## config.mk

```make
export PLATFORM = sky130hd
export DESIGN_NAME = accel_enrichment_pulse
export DESIGN_NICKNAME = d
export VERILOG_FILES = /design/src/rtl/aep_pkg.sv /design/src/rtl/accel_enrichment_pulse.sv /design/src/rtl/aep_div.sv
export SDC_FILE = /design/constraint.sdc
export NUM_CORES = 1
export LEC_CHECK = 0
export ABC_AREA = 1
export ABC_CLOCK_PERIOD_IN_PS = 5100
export BUFFER_PORTS_ARGS = -buffer_cell sky130_fd_sc_hd__buf_2
export CORE_MARGIN = 5
export CORE_UTILIZATION = 30
export DETAILED_ROUTE_END_ITERATION = 16
export GPL_TIMING_DRIVEN = 0
export PLACE_DENSITY = 0.53
export SLEW_MARGIN = 0
export SYNTH_ARGS = -nofsm -noshare
export SYNTH_HDL_FRONTEND = slang
export SYNTH_SLANG_ARGS = --single-unit
```

## constraint.sdc

```tcl
create_clock -name aclk -period 5.1 [get_ports aclk]
set_input_delay 1.02 -clock aclk [delete_from_list [all_inputs] [get_ports aclk]]
set_output_delay 1.02 -clock aclk [all_outputs]
set_load 0.02 [all_outputs]
```

## src/rtl/aep_pkg.sv

```systemverilog
// Shared types, tables and constants for the acceleration enrichment pulse block.
`default_nettype none

package aep_pkg;

    localparam int unsigned PULSE_W     = 14;
    localparam int unsigned COUNT_W     = 8;
    localparam int unsigned THR_W       = 16;
    localparam int unsigned POS_W       = 10;
    localparam int unsigned DT_W        = 16;
    localparam int unsigned TEMP_W      = 12;
    localparam int unsigned GAIN_W      = 4;
    localparam int unsigned BUCKET_W    = 4;
    localparam int unsigned TABLE_SLOTS = 16;

    // Divider sizing: the widest dividend is held_pulse * decay_count
    localparam int unsigned DVD_W  = PULSE_W + COUNT_W;
    localparam int unsigned DVS_W  = DT_W;
    localparam int unsigned STEP_W = 5;

    localparam logic [STEP_W-1:0] RATE_STEPS  = STEP_W'(POS_W);
    localparam logic [STEP_W-1:0] TAPER_STEPS = STEP_W'(DVD_W);

    localparam logic [PULSE_W-1:0] PULSE_MAX = '1;

    // Configuration register indexes
    localparam logic REG_RATE_THRESHOLD = 1'b0;
    localparam logic REG_TAPER_LENGTH   = 1'b1;

    localparam logic [THR_W-1:0]   RATE_THRESHOLD_RST = 16'd5;
    localparam logic [COUNT_W-1:0] TAPER_LENGTH_RST   = 8'd8;

    // Coolant axis, padded past the eighth entry
    localparam logic signed [TEMP_W-1:0] TEMP_AXIS [TABLE_SLOTS] = '{
        -12'sd400, -12'sd100, 12'sd0, 12'sd200, 12'sd400, 12'sd700, 12'sd900, 12'sd1100,
        12'sd2047, 12'sd2047, 12'sd2047, 12'sd2047,
        12'sd2047, 12'sd2047, 12'sd2047, 12'sd2047
    };

    localparam logic [GAIN_W-1:0] BUCKET_GAIN [TABLE_SLOTS] = '{
        4'd11, 4'd10, 4'd9, 4'd8, 4'd7, 4'd6, 4'd5, 4'd4,
        4'd4, 4'd4, 4'd4, 4'd4, 4'd4, 4'd4, 4'd4, 4'd4
    };

    typedef struct packed {
        logic              start;
        logic [STEP_W-1:0] steps;
        logic [DVD_W-1:0]  dividend;
        logic [DVS_W-1:0]  divisor;
    } div_req_t;

    typedef struct packed {
        logic             done;
        logic [DVD_W-1:0] quotient;
    } div_rsp_t;

endpackage

`default_nettype wire

```

## src/rtl/accel_enrichment_pulse.sv

```systemverilog
// Top level of the throttle acceleration enrichment pulse generator.
//
//  channel | direction | ports                          | contents
//  --------+-----------+--------------------------------+-------------------------------------
//  s_      | in        | s_tvalid s_tready s_tdata s_tuser | one throttle sample event word
//  m_      | out       | m_tvalid m_tready m_tdata      | one enrichment pulse word per event
//  cfg_    | in        | cfg_we cfg_index cfg_wdata     | rate_threshold, taper_length
//
// A result word is registered and shown in S_OUT: straight after S_IDLE for clear mode or
// zero elapsed time, after S_RATE and S_DECIDE when only the rate is compared, and after
// S_RATE, S_DECIDE and S_TAPER when the pulse tapers: the shared divider gives one quotient
// bit per cycle (10 bits for the rate, 22 bits for the taper quotient). With m_tready high
// the next event word is taken in the cycle after the result word.
// One event is in flight at a time; s_tready is low until its result word is taken.
// A stalled m_tready holds the result word and the block with it.
// aresetn is synchronous: it clears the sequencer, the held pulse, the decay counter
// and loads the register reset values.
`default_nettype none

module accel_enrichment_pulse #(
    parameter int unsigned BUCKETS = 8
) (
    input  wire logic        aclk,
    input  wire logic        aresetn,
    input  wire logic        s_tvalid,
    output logic             s_tready,
    // [9:0] throttle_now, [19:10] throttle_before, [35:20] elapsed_ms, [47:36] coolant_temp
    input  wire logic [47:0] s_tdata,
    // [0] mode
    input  wire logic        s_tuser,
    output logic             m_tvalid,
    input  wire logic        m_tready,
    // [13:0] enrich_pulse, [15:14] zero
    output logic      [15:0] m_tdata,
    input  wire logic        cfg_we,
    input  wire logic        cfg_index,
    input  wire logic [15:0] cfg_wdata
);
    import aep_pkg::*;

    typedef enum logic [4:0] {
        S_IDLE   = 5'b00001,
        S_RATE   = 5'b00010,
        S_DECIDE = 5'b00100,
        S_TAPER  = 5'b01000,
        S_OUT    = 5'b10000
    } state_t;

    state_t state_reg, state_next;

    logic [THR_W-1:0]   thr_reg;
    logic [COUNT_W-1:0] taper_reg;
    logic [PULSE_W-1:0] held_reg, held_next;
    logic [COUNT_W-1:0] count_reg, count_next;
    logic [PULSE_W-1:0] result_reg, result_next;
    logic signed [TEMP_W-1:0] temp_reg;

    logic [POS_W-1:0]  thr_now, thr_before, delta, rate;
    logic [DT_W-1:0]   dt;
    logic              in_mode, accept;
    logic [BUCKET_W-1:0] bucket;
    logic [GAIN_W-1:0]   gain;
    logic [PULSE_W-1:0]  fire_pulse;
    logic [COUNT_W-1:0]  count_dec;
    logic [DVD_W-1:0]    taper_prod;
    logic [DVD_W-1:0]    quo;

    div_req_t div_req;
    div_rsp_t div_rsp;

    assign in_mode    = s_tuser;
    assign thr_now    = s_tdata[9:0];
    assign thr_before = s_tdata[19:10];
    assign dt         = s_tdata[35:20];
    assign accept     = s_tvalid && s_tready;
    assign delta      = (thr_now > thr_before) ? POS_W'(thr_now - thr_before) : '0;

    assign quo  = div_rsp.quotient;
    assign rate = quo[POS_W-1:0];

    // First bucket whose upper axis edge lies above the temperature
    always_comb begin
        bucket = BUCKET_W'(BUCKETS - 1);
        for (int i = BUCKETS - 2; i >= 0; i--) begin
            if (temp_reg < TEMP_AXIS[i+1]) begin
                bucket = BUCKET_W'(i);
            end
        end
    end

    assign gain       = BUCKET_GAIN[bucket];
    assign fire_pulse = PULSE_W'(rate * gain);
    assign count_dec  = count_reg - 1'b1;
    assign taper_prod = held_reg * count_dec;

    always_comb begin
        state_next  = state_reg;
        held_next   = held_reg;
        count_next  = count_reg;
        result_next = result_reg;
        div_req     = '0;
        unique case (state_reg)
            S_IDLE: begin
                if (accept) begin
                    if (in_mode) begin
                        held_next   = '0;
                        count_next  = '0;
                        result_next = '0;
                        state_next  = S_OUT;
                    end else if (dt == '0) begin
                        result_next = '0;
                        state_next  = S_OUT;
                    end else begin
                        // left-align the delta so its top bit enters first
                        div_req.start    = 1'b1;
                        div_req.steps    = RATE_STEPS;
                        div_req.dividend = {delta, (DVD_W - POS_W)'(0)};
                        div_req.divisor  = dt;
                        state_next       = S_RATE;
                    end
                end
            end
            S_RATE: begin
                if (div_rsp.done) begin
                    state_next = S_DECIDE;
                end
            end
            S_DECIDE: begin
                if ({(THR_W - POS_W)'(0), rate} > thr_reg) begin
                    held_next   = fire_pulse;
                    count_next  = taper_reg;
                    result_next = fire_pulse;
                    state_next  = S_OUT;
                end else if (count_reg != '0) begin
                    count_next       = count_dec;
                    div_req.start    = 1'b1;
                    div_req.steps    = TAPER_STEPS;
                    div_req.dividend = taper_prod;
                    div_req.divisor  = {(DVS_W - COUNT_W)'(0), taper_reg};
                    state_next       = S_TAPER;
                end else begin
                    held_next   = '0;
                    result_next = '0;
                    state_next  = S_OUT;
                end
            end
            S_TAPER: begin
                if (div_rsp.done) begin
                    // saturate when the taper was shortened mid-decay
                    result_next = (quo[DVD_W-1:PULSE_W] != '0) ? PULSE_MAX
                                                                : quo[PULSE_W-1:0];
                    state_next  = S_OUT;
                end
            end
            S_OUT: begin
                if (m_tready) begin
                    state_next = S_IDLE;
                end
            end
            default: begin
                state_next = S_IDLE;
            end
        endcase
    end

    always_ff @(posedge aclk) begin
        if (!aresetn) begin
            state_reg <= S_IDLE;
            held_reg  <= '0;
            count_reg <= '0;
            thr_reg   <= RATE_THRESHOLD_RST;
            taper_reg <= TAPER_LENGTH_RST;
        end else begin
            state_reg <= state_next;
            held_reg  <= held_next;
            count_reg <= count_next;
            if (cfg_we) begin
                unique case (cfg_index)
                    REG_RATE_THRESHOLD: thr_reg <= cfg_wdata;
                    REG_TAPER_LENGTH: begin
                        // a zero length is stored as one
                        taper_reg <= (cfg_wdata[COUNT_W-1:0] == '0) ? COUNT_W'(1)
                                                                     : cfg_wdata[COUNT_W-1:0];
                    end
                    default: ;
                endcase
            end
        end
    end

    always_ff @(posedge aclk) begin
        result_reg <= result_next;
        if (accept) begin
            temp_reg <= s_tdata[47:36];
        end
    end

    aep_div u_div (
        .aclk    (aclk),
        .aresetn (aresetn),
        .req     (div_req),
        .rsp     (div_rsp)
    );

    assign s_tready = (state_reg == S_IDLE);
    assign m_tvalid = (state_reg == S_OUT);
    assign m_tdata  = {2'b00, result_reg};

endmodule

`default_nettype wire

```

## src/rtl/aep_div.sv

```systemverilog
// Restoring divider, one quotient bit per cycle, dividend taken from its top bits.
`default_nettype none

module aep_div (
    input  wire logic              aclk,
    input  wire logic              aresetn,
    input  wire aep_pkg::div_req_t req,
    output aep_pkg::div_rsp_t      rsp
);
    import aep_pkg::*;

    logic [DVS_W-1:0]  rem_reg, rem_next;
    logic [DVS_W-1:0]  dvs_reg;
    logic [DVD_W-1:0]  dvd_reg;
    logic [DVD_W-1:0]  quo_reg;
    logic [STEP_W-1:0] cnt_reg;
    logic              busy_reg;
    logic              done_reg;

    logic [DVS_W:0] rem_sh;
    logic           ge;

    always_comb begin
        rem_sh   = {rem_reg, dvd_reg[DVD_W-1]};
        ge       = (rem_sh >= {1'b0, dvs_reg});
        // remainder stays below the divisor, so it fits DVS_W bits
        rem_next = ge ? DVS_W'(rem_sh - {1'b0, dvs_reg}) : rem_sh[DVS_W-1:0];
    end

    always_ff @(posedge aclk) begin
        if (!aresetn) begin
            busy_reg <= 1'b0;
            done_reg <= 1'b0;
            cnt_reg  <= '0;
        end else begin
            done_reg <= 1'b0;
            if (req.start) begin
                busy_reg <= 1'b1;
                cnt_reg  <= req.steps;
            end else if (busy_reg) begin
                cnt_reg <= cnt_reg - 1'b1;
                if (cnt_reg == STEP_W'(1)) begin
                    busy_reg <= 1'b0;
                    done_reg <= 1'b1;
                end
            end
        end
    end

    always_ff @(posedge aclk) begin
        if (req.start) begin
            rem_reg <= '0;
            dvs_reg <= req.divisor;
            dvd_reg <= req.dividend;
            quo_reg <= '0;
        end else if (busy_reg) begin
            rem_reg <= rem_next;
            dvd_reg <= {dvd_reg[DVD_W-2:0], 1'b0};
            quo_reg <= {quo_reg[DVD_W-2:0], ge};
        end
    end

    assign rsp.done     = done_reg;
    assign rsp.quotient = quo_reg;

endmodule

`default_nettype wire
```

Word level (Yosys, flattened, before mapping)

Memories as Yosys holds them, arrays and structs flattened.
Cells that the tools add are included.

Memories kept: 1
Bits of input ports: 71
Memory bits (read-only): 64
Word-level logic and storage cells: 116
Register bits after elaboration: 160
Output and inout port bits: 18

Magnitude comparators: 11
Mux-type cells: 51
Eq/ne operators: 14
Reductions and logical operators: 15
Add/subtract/negate cells: 4
Bitwise operators: 4
Multipliers: 2

Memories:

| name             | depth | width | rd ports | clocked after memory_dff | write ports | RTL line                     | source |
|---|---|---|---|---|---|---|---|
| (name not given) | 16    | 4     | 1        | 0                        | 0           | accel_enrichment_pulse.sv:91 | `assign gain = BUCKET_GAIN[bucket];` |

Operators with widths:

| operator               | number |
|---|---|
| $mux W44               | 5 |
| $mux W14               | 9 |
| $pmux W44 S2           | 1 |
| $mux W5                | 10 |
| $mux W22               | 2 |
| $pmux W14 S3           | 1 |
| $mux W8                | 5 |
| $mux W4                | 8 |
| $pmux W14 S2           | 1 |
| $pmux W5 S5            | 1 |
| $lt A12 B11 Y1 const B | 2 |
| $mul A14 B8 Y22        | 1 |
| $ge A17 B16 Y1         | 1 |
| $gt A10 B16 Y1         | 1 |
| $logic_not A16 Y1      | 1 |
| $mux W16               | 1 |
| $pmux W8 S2            | 1 |
| $reduce_bool A8 Y1     | 2 |
| $sub A16 B16 Y16       | 1 |
| $mul A10 B4 Y14        | 1 |
| $lt A12 B1 Y1 const B  | 1 |
| $lt A12 B10 Y1 const B | 1 |
| $lt A12 B12 Y1 const B | 1 |
| $lt A12 B8 Y1 const B  | 1 |
| other kinds (26)       | 42 |

Depth between registers and ports, before layout

Gate-level depths: netlist of run 1.

Word-level depth: 15
Depth in mapped cells: 29

Hierarchy

Synthesis of run 1 repeated with hierarchy kept, for this count alone.

Cell total of the unflattened synthesis: 1985
Area, all modules: 13929.6 um^2

Modules (own cells, without submodules):

| module                 | cells an instance | area each (um^2) | times used | sequential area each (um^2) |
|---|---|---|---|---|
| accel_enrichment_pulse | 1416              | 9571.7           | 1          | 1741.7 |
| aep_div                | 569               | 4357.9           | 1          | 2042.0 |

Worst setup path before layout of run 1

No wires, ideal clock.

Path kind: flip-flop to flip-flop
From: register count_reg[0]
To: register u_div.dvd_reg[21], data pin
Arrival: 5083 ps
Buffers on the path: 2
Clock period less this slack: 5347 ps
Cell stages (with the launch flop): 26
Slack: -247 ps
Required time: 4836 ps
Path through: dfxtp_1 inv_1 clkbuf_1 ha_1 inv_1 nor2_1 xor2_1 inv_1 clkbuf_1 nor2_1 fa_1 inv_1 fa_1 inv_1 fa_1 inv_1 fa_1 inv_1 ha_1 nand2_1 nor3_1 nand4_1 nand3_1 nor2_1 o21ai_0 nand3_1

Longest elaborated chain between the ends: 6

RTL lines:

| item                     | RTL line                      | source |
|---|---|---|
| start: declaration       | accel_enrichment_pulse.sv:54  | `logic [COUNT_W-1:0] count_reg, count_next;` |
| start signal: assignment | accel_enrichment_pulse.sv:176 | `count_reg <= count_next;` |
| $sub A8 B1 Y8            | accel_enrichment_pulse.sv:93  | `assign count_dec = count_reg - 1'b1;` |
| $mul A14 B8 Y22          | accel_enrichment_pulse.sv:94  | `assign taper_prod = held_reg * count_dec;` |
| $mux W44 *               | accel_enrichment_pulse.sv:134 | `end else if (count_reg != '0) begin` |
| $mux W44 *               | accel_enrichment_pulse.sv:129 | `if ({(THR_W - POS_W)'(0), rate} > thr_reg) begin` |
| $pmux W44 S2 *           | accel_enrichment_pulse.sv:102 | `unique case (state_reg)` |
| $mux W22 *               | aep_div.sv:51                 | `if (req.start) begin` |
| end signal: assignment   | aep_div.sv:54                 | `dvd_reg <= req.dividend;` |
| end signal: assignment   | aep_div.sv:58                 | `dvd_reg <= {dvd_reg[DVD_W-2:0], 1'b0};` |
| end: declaration         | aep_div.sv:14                 | `logic [DVD_W-1:0] dvd_reg;` |

Mark *: on every way between the ends. The rest lies on a longest branch, timed or not.
A chain may end at the register's enable or synchronous reset.

Worst setup path after layout of run 1

Ends and elaborated chain as after synthesis.

==> results of run 1 <==
[final timing paths]
check,start,to,cells after the start
worst max-delay path,count_reg[0],u_div.dvd_reg[21],25
worst min-delay path,thr_reg[6],thr_reg[6],2
worst max register to register,count_reg[0],u_div.dvd_reg[21],25
worst min register to register,thr_reg[6],thr_reg[6],2
[layout by cell type, fill, tap and decap left out, types with 9 or more instances in the layout]
cell       synthesis  final
a21oi_1           98     88
a21oi_2            2      9
buf_2             13     95
buf_4              4     31
clkbuf_1          32     27
clkbuf_16          0     20
dfxtp_1           96     94
edfxtp_1          62     62
fa_1              82     79
ha_1             107     91
ha_4               0     13
inv_1            340    316
inv_2              3     22
nand2_1          429    404
nand2_2            0     18
nand2_4            4     11
nand3_1           91     83
nand4_1           33     33
nor2_1           220    199
nor2_2             3     16
nor2_4             2     10
nor3_1            17     10
o211ai_1          11     11
o21ai_0           92     86
o21ai_2           10     15
xor2_1            17     16
[per-stage QoR]
stage | std cells | total power [W]
global placement | 2521 | 0.00491
CTS | 2563 | 0.00660
detailed placement | 2521 | 0.00493
global route | 2579 | 0.00763
finish | 2579 | 0.00711
floorplan | 1846 | 0.00397
[metal layers]
layer	routed length (um)	vias to the layer above	track usage
li1	-	6107	-
met1	18500	5673	0.217
met2	17300	296	0.247
met3	1860	46	0.0267
met4	751	0	0.0328
met5	0	-	0
[report_power, final]
group | total [W] | switching [W] | leakage (nW) | internal, W
logic | 0.00399 | 0.00256 | 5.88 | 0.00143
registers | 0.00186 | 0.000197 | 1.38 | 0.00166
clock network | 0.00127 | 0.000562 | 0.289 | 0.000707
total | 0.00711 | 0.00332 | 7.54 | 0.00379
[timing repair]
| item | CTS | global route |
|---|---|---|
| buffers inserted | 10 | 15 |
| cloned | 1 | 2 |
| pin swaps | 21 | 89 |
| setup endpoints to repair | 15 | 12 |
| gates resized for setup | 72 | 117 |
[worst register-to-register path, stage by stage, from the launching register on]
cell and delay, ns:
dfxtp_4 0.37, nor3_4 0.23, nand2_2 0.11, nor3_4 0.22, or2_4 0.18, nand2_8 0.08
inv_4 0.07, nand2_2 0.04, fa_1 0.48, fa_1 0.55, inv_2 0.04, fa_1 0.48
inv_2 0.04, fa_1 0.51, inv_2 0.05, ha_4 0.30, buf_4 0.12, nand2_2 0.08
o21ai_2 0.13, nand2_1 0.07, nand3_1 0.07, nand2_1 0.06, nand3_2 0.08, nor2_1 0.05
o21ai_2 0.21, nand3_1 0.10
[kinds of logic (layout without fill, tap and decap cells)]
logic type      count (synthesis)  count (layout)  share of synthesized area
compound gates                256             256                      0.107
fa+ha+maj                     189             189                      0.222
flops                         158             158                      0.282
other cells                     1               3                   0.000279
xor+xnor                       24              24                     0.0156
simple gates                  816             817                      0.256
buf+inv                       400             540                      0.117
[area by class of cell]
cell class,instances,share of cell area
flip-flops and latches,158,0.236
inverters,345,0.0820
multi-input cells,1289,0.541
clock buffers,21,0.0307
well taps,592,0.0461
repair buffers,110,0.0398
plain buffers,53,0.0192
clock inverters,11,0.00584
[cells in the mapped netlist, drive strengths merged]
cell | instances | area share
fa | 82 | 0.12
or2 | 2 | 0.00093
edfxtp | 62 | 0.14
nor2b | 1 | 0.00047
a21oi | 101 | 0.039
nor4 | 6 | 0.0033
nand4 | 35 | 0.018
o31ai | 1 | 0.00056
a211oi | 4 | 0.0022
o21bai | 6 | 0.0034
clkbuf | 32 | 0.0089
dfxtp | 96 | 0.14
conb | 1 | 0.00028
nand2 | 433 | 0.12
clkinv | 1 | 0.00028
a21o | 6 | 0.0034
o22ai | 8 | 0.0037
xnor2 | 7 | 0.0046
nor2 | 226 | 0.066
a31oi | 8 | 0.0037
inv | 344 | 0.096
o2111ai | 1 | 0.00065
nand3b | 3 | 0.0017
o211ai | 11 | 0.0061
o21a | 2 | 0.0011
xor2 | 17 | 0.011
nand3 | 92 | 0.035
buf | 23 | 0.012
nor3 | 18 | 0.0071
o21ai | 105 | 0.042
ha | 107 | 0.10
a21boi | 3 | 0.0017
==> results.cfg, run 1 <==
[worst_setup_path]
critPathArrivalTime_ns = 5.14
worst-path-buf-inv = 5
end_kind = register
crit_top_cell = fa_1
critPathMaxStageDelay_ns = 0.55
startpoint_type = register
worstPathRequired_ns = 5.28
cp_slowest_cell = fa_1
cp_top_family = adder cells
path_max_fanout = 5
crit_type = register to register
worst-r2r-setup-slack_ns = 0.14

[route]
finalWirelength_mm = 38.4
via_per_inst = 4.70
drc_errors = 0
ant_nets = 0
drtIter0Drc = 611
firstDrtPassIters = 5
via_count = 12122
wl_per_cell_um = 14.9

[timing]
grt_setup_unrepaired = true
clock_skew_ns = 0.0132
hold_violations = 0
setup_violations = 0
hold_ws_ns = 0.472
tightest_slew_ns = 0.985
timing.fmax_mhz = 202
slew_headroom = 0.338
finalCritPeriodShare = 0.972
fin_crit_ns = 4.96
tns_ns = 0
setup_slack_ns = 0.141
final_max_slew_viol_count = 0

[synth]
synth_cells = 1844
synth_warnings = 0
synth_area_um2 = 13400
synth.yosys.seq_area_share = 0.282
yosysUniqueCellTypes = 50
synth_seq_cells = 158
syn_avg_cell_area_um2 = 7.28

[job]
maxCapViolCount = 0

[cts]
clockBufferDepth = 2
cts_hold_buf = 0
path_clk_slew_ns = 0.07
root_buffer = clkbuf_16
tritoncts = yes
cts_sinks = 158
cts_buffers = 17
clock_latency_ns = 0.44
htreeDepth = 4

[placed_design]
dp_hpwl_mm = 30.1
dpl_cell_area_um2 = 14600
pre_cts_ws_ns = -1.15
io_buffers = 83
gp_congestion = 0.877

[grt]
grt_pass1_vias = 12021
grt_usage = 0.153
grt_overflow = 0
grt_max_degree = 26
grt_first_pass_wirelength_mm = 62.2
antenna_found_initial = 0

[power]
powerDensity_nw_per_um2 = 443
ir_drop_uv = 293
leakage_nw = 7.54

[cells_and_area]
synthToLayoutAreaGrowth_pct = 19.6
seqCellArea_um2 = 3790
multi_input_comb_area_um2 = 8680
drive_gt1_frac = 0.166
design_area_um2 = 16100
layout.nets = 2234
nFillCells = 4660
n_antenna_cell = 0
fin_util = 0.363

[worst_hold_path]
hold_class = register to register

[floorplanning]
die_h_um = 222
die_w_um = 222
initial_core_util = 0.304
io_pins = 89
die_area_um2 = 49100
rows = 77
core_um2 = 44200

[run_status]
status = completed
Power figures use the tool's default switching activity.
==> run 2: changes to the inputs <==
- MAX_ROUTING_LAYER: not set -> met4
==> run 2 against run 1 <==
- core utilization about the same
- cell area is essentially flat
- global-route usage up 0.35 points
- critical endpoint unchanged
==> results.cfg, run 2 (same netlist as run 1, synthesis figures left out) <==
[run_status]
status = completed

[cts]
clock_latency_ns = 0.45
path_clk_slew_ns = 0.07
cts_sinks = 158
tritoncts = yes
cts_buffers = 17
clockBufferDepth = 2
htreeDepth = 4
cts_hold_buf = 0
root_buffer = clkbuf_16

[worst_setup_path]
worst-r2r-setup-slack_ns = 0.05
path_max_fanout = 5
worstPathRequired_ns = 5.29
reg2regPathDepth = 23
end_kind = register
path_cells = nor3_4 > nand2_2 > nor3_4 > nand2_2 > nand2_8 > buf_8 > nor2_1 > fa_1 > inv_1 > fa_1 > inv_1 > fa_1 > inv_1 > fa_1 > inv_2 > ha_4 > nand2_4 > nor3_4 > nand4_1 > nand3_2 > nor2_1 > o21ai_2 > nand3_1
reg2reg_to = u_div.dvd_reg[21]
critPathCapture = u_div.dvd_reg[21]
crit_top_cell = fa_1
startpoint = count_reg[0]
critPathArrivalTime_ns = 5.24
cp_top_family = adder cells
crit_type = register to register
critPathMaxStageDelay_ns = 0.53
r2r-start = count_reg[0]
cp.depth = 23
cp_slowest_cell = fa_1
startpoint_type = register
worst-path-buf-inv = 5

[placed_design]
io_buffers = 83
dp_hpwl_mm = 30.1
gp_congestion = 0.898

[route]
drc_errors = 0
via_per_inst = 4.71
via_count = 12159
ant_nets = 0
firstDrtPassIters = 5
finalWirelength_mm = 38.4
wl_per_cell_um = 14.9
drtIter0Drc = 801

[grt]
antenna_found_initial = 0
grt_usage = 0.157
grt_first_pass_wirelength_mm = 61.5
grt_overflow = 0
grt_max_degree = 26
grt_pass1_vias = 11989

[cells_and_area]
drive_gt1_frac = 0.160
n_antenna_cell = 0
synthToLayoutAreaGrowth_pct = 19.5
final_common_cell = nand2_1
layout.nets = 2239
layout_common_cells = 406 x nand2_1, 320 x inv_1, 202 x nor2_1, 95 x buf_2, 94 x ha_1

[floorplanning]
initial_core_util = 0.304
die_area_um2 = 49100
die_h_um = 222
io_pins = 89
rows = 77
core_um2 = 44200
die_w_um = 222

[timing]
slew_headroom = 0.368
fin_crit_ns = 5.05
clock_skew_ns = 0.0179
finalCritPeriodShare = 0.990
hold_violations = 0
setup_violations = 0
hold_ws_ns = 0.471
tightest_slew_ns = 0.947
timing.fmax_mhz = 198
tns_ns = 0
grt_setup_unrepaired = true
final_max_slew_viol_count = 0

[power]
sequentialPowerShare = 0.259
powerDensity_nw_per_um2 = 446
switchingPower_w = 0.00331
combPwrFrac = 0.565
p_int_w = 0.00385
ir_drop_uv = 266
clock_power_share = 0.176
leakage_nw = 7.61
p_sw_frac = 0.462
finalPower_w = 0.00716

[job]
maxCapViolCount = 0

[worst_hold_path]
hold_class = register to register
min_path_cells = 2
run 2: how the worst min path moves through the flow:
stage | slack, ns | startpoint | end
after CTS | 0.47 | thr_reg[5] | thr_reg[5]
after global placement | 0.45 | u_div.quo_reg[21] | u_div.quo_reg[21]
final | 0.47 | thr_reg[4] | thr_reg[4]
after floorplan | 0.44 | thr_reg[0] | thr_reg[0]
after detailed placement | 0.46 | thr_reg[5] | thr_reg[5]
after global routing | 0.49 | thr_reg[9] | thr_reg[9]
run 2: power groups by stage:
stage	Clock, W	Combinational, W	Sequential [W]
after global routing	0.00135	0.00445	0.00188
after detailed placement	0	0.00306	0.00186
after global placement	0	0.00305	0.00186
final	0.00126	0.00405	0.00186
after floorplan	0	0.00210	0.00187
after CTS	0.00129	0.00341	0.00184
run 2: per-stage QoR:
stage                     worst slack, ns  utilization  cell area [um2]  std cells
after floorplan                   0.00715            -            13500       1846
after global placement              -1.06        0.330            14600       2521
after detailed placement            -1.13        0.330            14600       2521
after CTS                        -0.00623        0.351            15500       2562
after global routing               -0.161        0.363            16100       2584
final                              0.0491        0.363            16100       2584
run 2: layout make-up:
class	instances	area [um2]
inverter	345	1310
tap	592	741
clock inverter	13	128
multi-input combinational	1289	8640
fill	4626	28200
sequential	158	3790
clock buffer	19	443
buffer	54	322
timing repair buffer	114	682
run 2: tightest hold or removal path, delay by kind of cell (launching register included):
kind                   cells  cell delay [ns]
buffers and inverters      1             0.07
flip-flops                 1             0.30
AO/OA/AOI/OAI              1             0.06
run 2: routing by layer:
layer | global-route usage | wire length, um
met1 | 0.214 | 18700
met5 | - | 0
met3 | 0.0286 | 1870
met4 | 0.0428 | 992
met2 | 0.240 | 16800
run 2: timing repair:
action | in CTS | in global routing
setup buffers | 9 | 20
pin swaps | 22 | 87
gates cloned | 1 | 2
resized for setup | 66 | 108
setup endpoints to repair | 15 | 13
endpoints found under the hold margin | 0 | 0
==> run 3: changes to the inputs <==
- BUFFER_PORTS_ARGS: -buffer_cell sky130_fd_sc_hd__buf_2 -> not set
- DONT_BUFFER_PORTS: not set -> 1
- PLACE_DENSITY: 0.53 -> 0.51
==> run 3 against run 2 <==
- critical path depth grew 1
- count of clock-buffer cells in the layout shrank 1
- via count shrank 3.9%
- register-to-register slack gained 0.12 ns
- clock skew grew 0.0015 ns
- largest cell class unchanged
- highest routed layer unchanged
- die area is the same
- fmax grew 2.4%
- cell count shrank 3.2%
- worst setup slack gained 0.12 ns
==> results.cfg, run 3 (same netlist as run 1, synthesis figures left out) <==
[cells_and_area]
design_area_um2 = 15600
synthToLayoutAreaGrowth_pct = 16.4
nFillCells = 4655
layout_common_cells = 408 x nand2_1, 319 x inv_1, 196 x nor2_1, 93 x dfxtp_1, 90 x ha_1
seqCellArea_um2 = 3790
n_antenna_cell = 0
multi_input_comb_area_um2 = 8630
final_common_cell = nand2_1
fin_util = 0.354
drive_gt1_frac = 0.127
layout.nets = 2156

[timing]
timing.fmax_mhz = 203
setup_violations = 0
grt_setup_unrepaired = true
finalCritPeriodShare = 0.967
fin_crit_ns = 4.93
final_max_slew_viol_count = 0
slew_headroom = 0.314
tightest_slew_ns = 1.03
hold_violations = 0
clock_skew_ns = 0.0193
setup_slack_ns = 0.169

[job]
maxCapViolCount = 0

[run_status]
status = completed

[worst_setup_path]
crit_type = register to register
cp_slowest_cell = fa_1
worstPathRequired_ns = 5.30
end_kind = register
path_max_fanout = 7
critPathMaxStageDelay_ns = 0.51
path_cells = nor3_4 > nand2_2 > nor3_4 > nand2_2 > nand2_4 > buf_8 > buf_12 > nor2_2 > fa_1 > inv_1 > fa_1 > inv_2 > fa_1 > inv_2 > fa_1 > inv_2 > ha_4 > nand2_4 > nor3_4 > nand4_1 > nand3_2 > nor2_2 > o21ai_2 > nand3_1
critPathArrivalTime_ns = 5.13
startpoint_type = register
crit_top_cell = fa_1

[floorplanning]
die_h_um = 222
die_w_um = 222
die_area_um2 = 49100
io_pins = 89
rows = 77
initial_core_util = 0.304
core_um2 = 44200

[route]
finalWirelength_mm = 37.9
firstDrtPassIters = 6
drtIter0Drc = 824
wl_met2_mm = 17.2
wl_met3_mm = 1.70
wl_met1_mm = 18.3
drc_errors = 0
ant_nets = 0
wl_per_cell_um = 15.2
via_per_inst = 4.67
via_count = 11679
top_layer_used = met4

[grt]
antenna_found_initial = 0
grt_usage = 0.158
grt_first_pass_wirelength_mm = 61.1
grt_overflow = 0
grt_pass1_vias = 11602
grt_max_degree = 26

[worst_hold_path]
hold_class = register to register

[placed_design]
io_buffers = 0
pre_cts_ws_ns = -1.07
dpl_cell_area_um2 = 14200
dp_hpwl_mm = 30.2
gp_congestion = 0.878

[cts]
cts_buffers = 17
clockBufferDepth = 2
clock_latency_ns = 0.45
htreeDepth = 4
cts_sinks = 158
path_clk_slew_ns = 0.07
root_buffer = clkbuf_16
tritoncts = yes

[power]
powerDensity_nw_per_um2 = 450
p_sw_frac = 0.463
p_int_w = 0.00378
sequentialPowerShare = 0.276
finalPower_w = 0.00704
leakage_nw = 7.23
clock_power_share = 0.181
switchingPower_w = 0.00326
combPwrFrac = 0.543
ir_drop_uv = 297
==> run 3: changes by cell type in the layout (fill, tap and decap cells not counted), moves of 3 or more <==
cell and change:
buf_2 -83, nor2_1 -6, ha_1 -4, a21oi_1 +3, clkinv_4 +3, clkinvlp_4 -3, ha_4 +3, nor2_2 +3
nor2_4 +3
==> run 3: stage by stage <==
step	instances	setup TNS (ns)	hold slack (ns)
after floorplan	1846	0	0.435
after global placement	2438	-11.17	0.457
after detailed placement	2438	-11.70	0.458
after CTS	2476	-0.0437	0.474
after global routing	2501	-0.0757	0.491
final	2501	0	0.467
==> run 3: path summary, 6_finish.rpt <==
check / start / to / slack, ns / depth (start not counted)
setup / recovery: count_reg[2] / u_div.dvd_reg[21] / 0.17 / 24
hold / removal: thr_reg[0] / thr_reg[0] / 0.47 / 2
setup reg to reg: count_reg[2] / u_div.dvd_reg[21] / 0.17 / 24
hold reg to reg: thr_reg[0] / thr_reg[0] / 0.47 / 2
==> run 3: cell type report <==
cell class,instances,share of cell area
buffer,54,0.0203
multi-input combinational,1288,0.552
inverter,345,0.0838
timing repair buffer,32,0.0175
sequential,158,0.242
clock inverter,14,0.00920
clock buffer,18,0.0274
tap,592,0.0474
==> run 3: timing repair <==
item	CTS	global route
buffers inserted	7	24
gates resized for setup	64	112
cloned	0	1
endpoints found under the setup margin	15	13
hold buffers	0	0
pin swaps	14	80
==> run 3: layer usage <==
metal	up-vias	global-route usage
met5	-	-
met4	0	0.0354
met3	41	0.0334
met2	240	0.249
met1	5451	0.209
li1	5947	-
==> run 3: worst max-delay path, delay by kind of cell, from the launching register on <==
kind | cells | cell delay [ns]
compound gates | 1 | 0.19
simple gates | 12 | 1.38
flops | 1 | 0.36
fa+ha+maj | 5 | 2.29
buf+inv | 6 | 0.47
==> run 3: power groups by stage <==
stage               clock (W)  sequential (W)  combinational, W
floorplan                   0         0.00187           0.00210
global placement            0         0.00195           0.00290
detailed placement          0         0.00195           0.00291
CTS                   0.00130         0.00193           0.00321
global route          0.00136         0.00197           0.00424
finish                0.00128         0.00194           0.00382
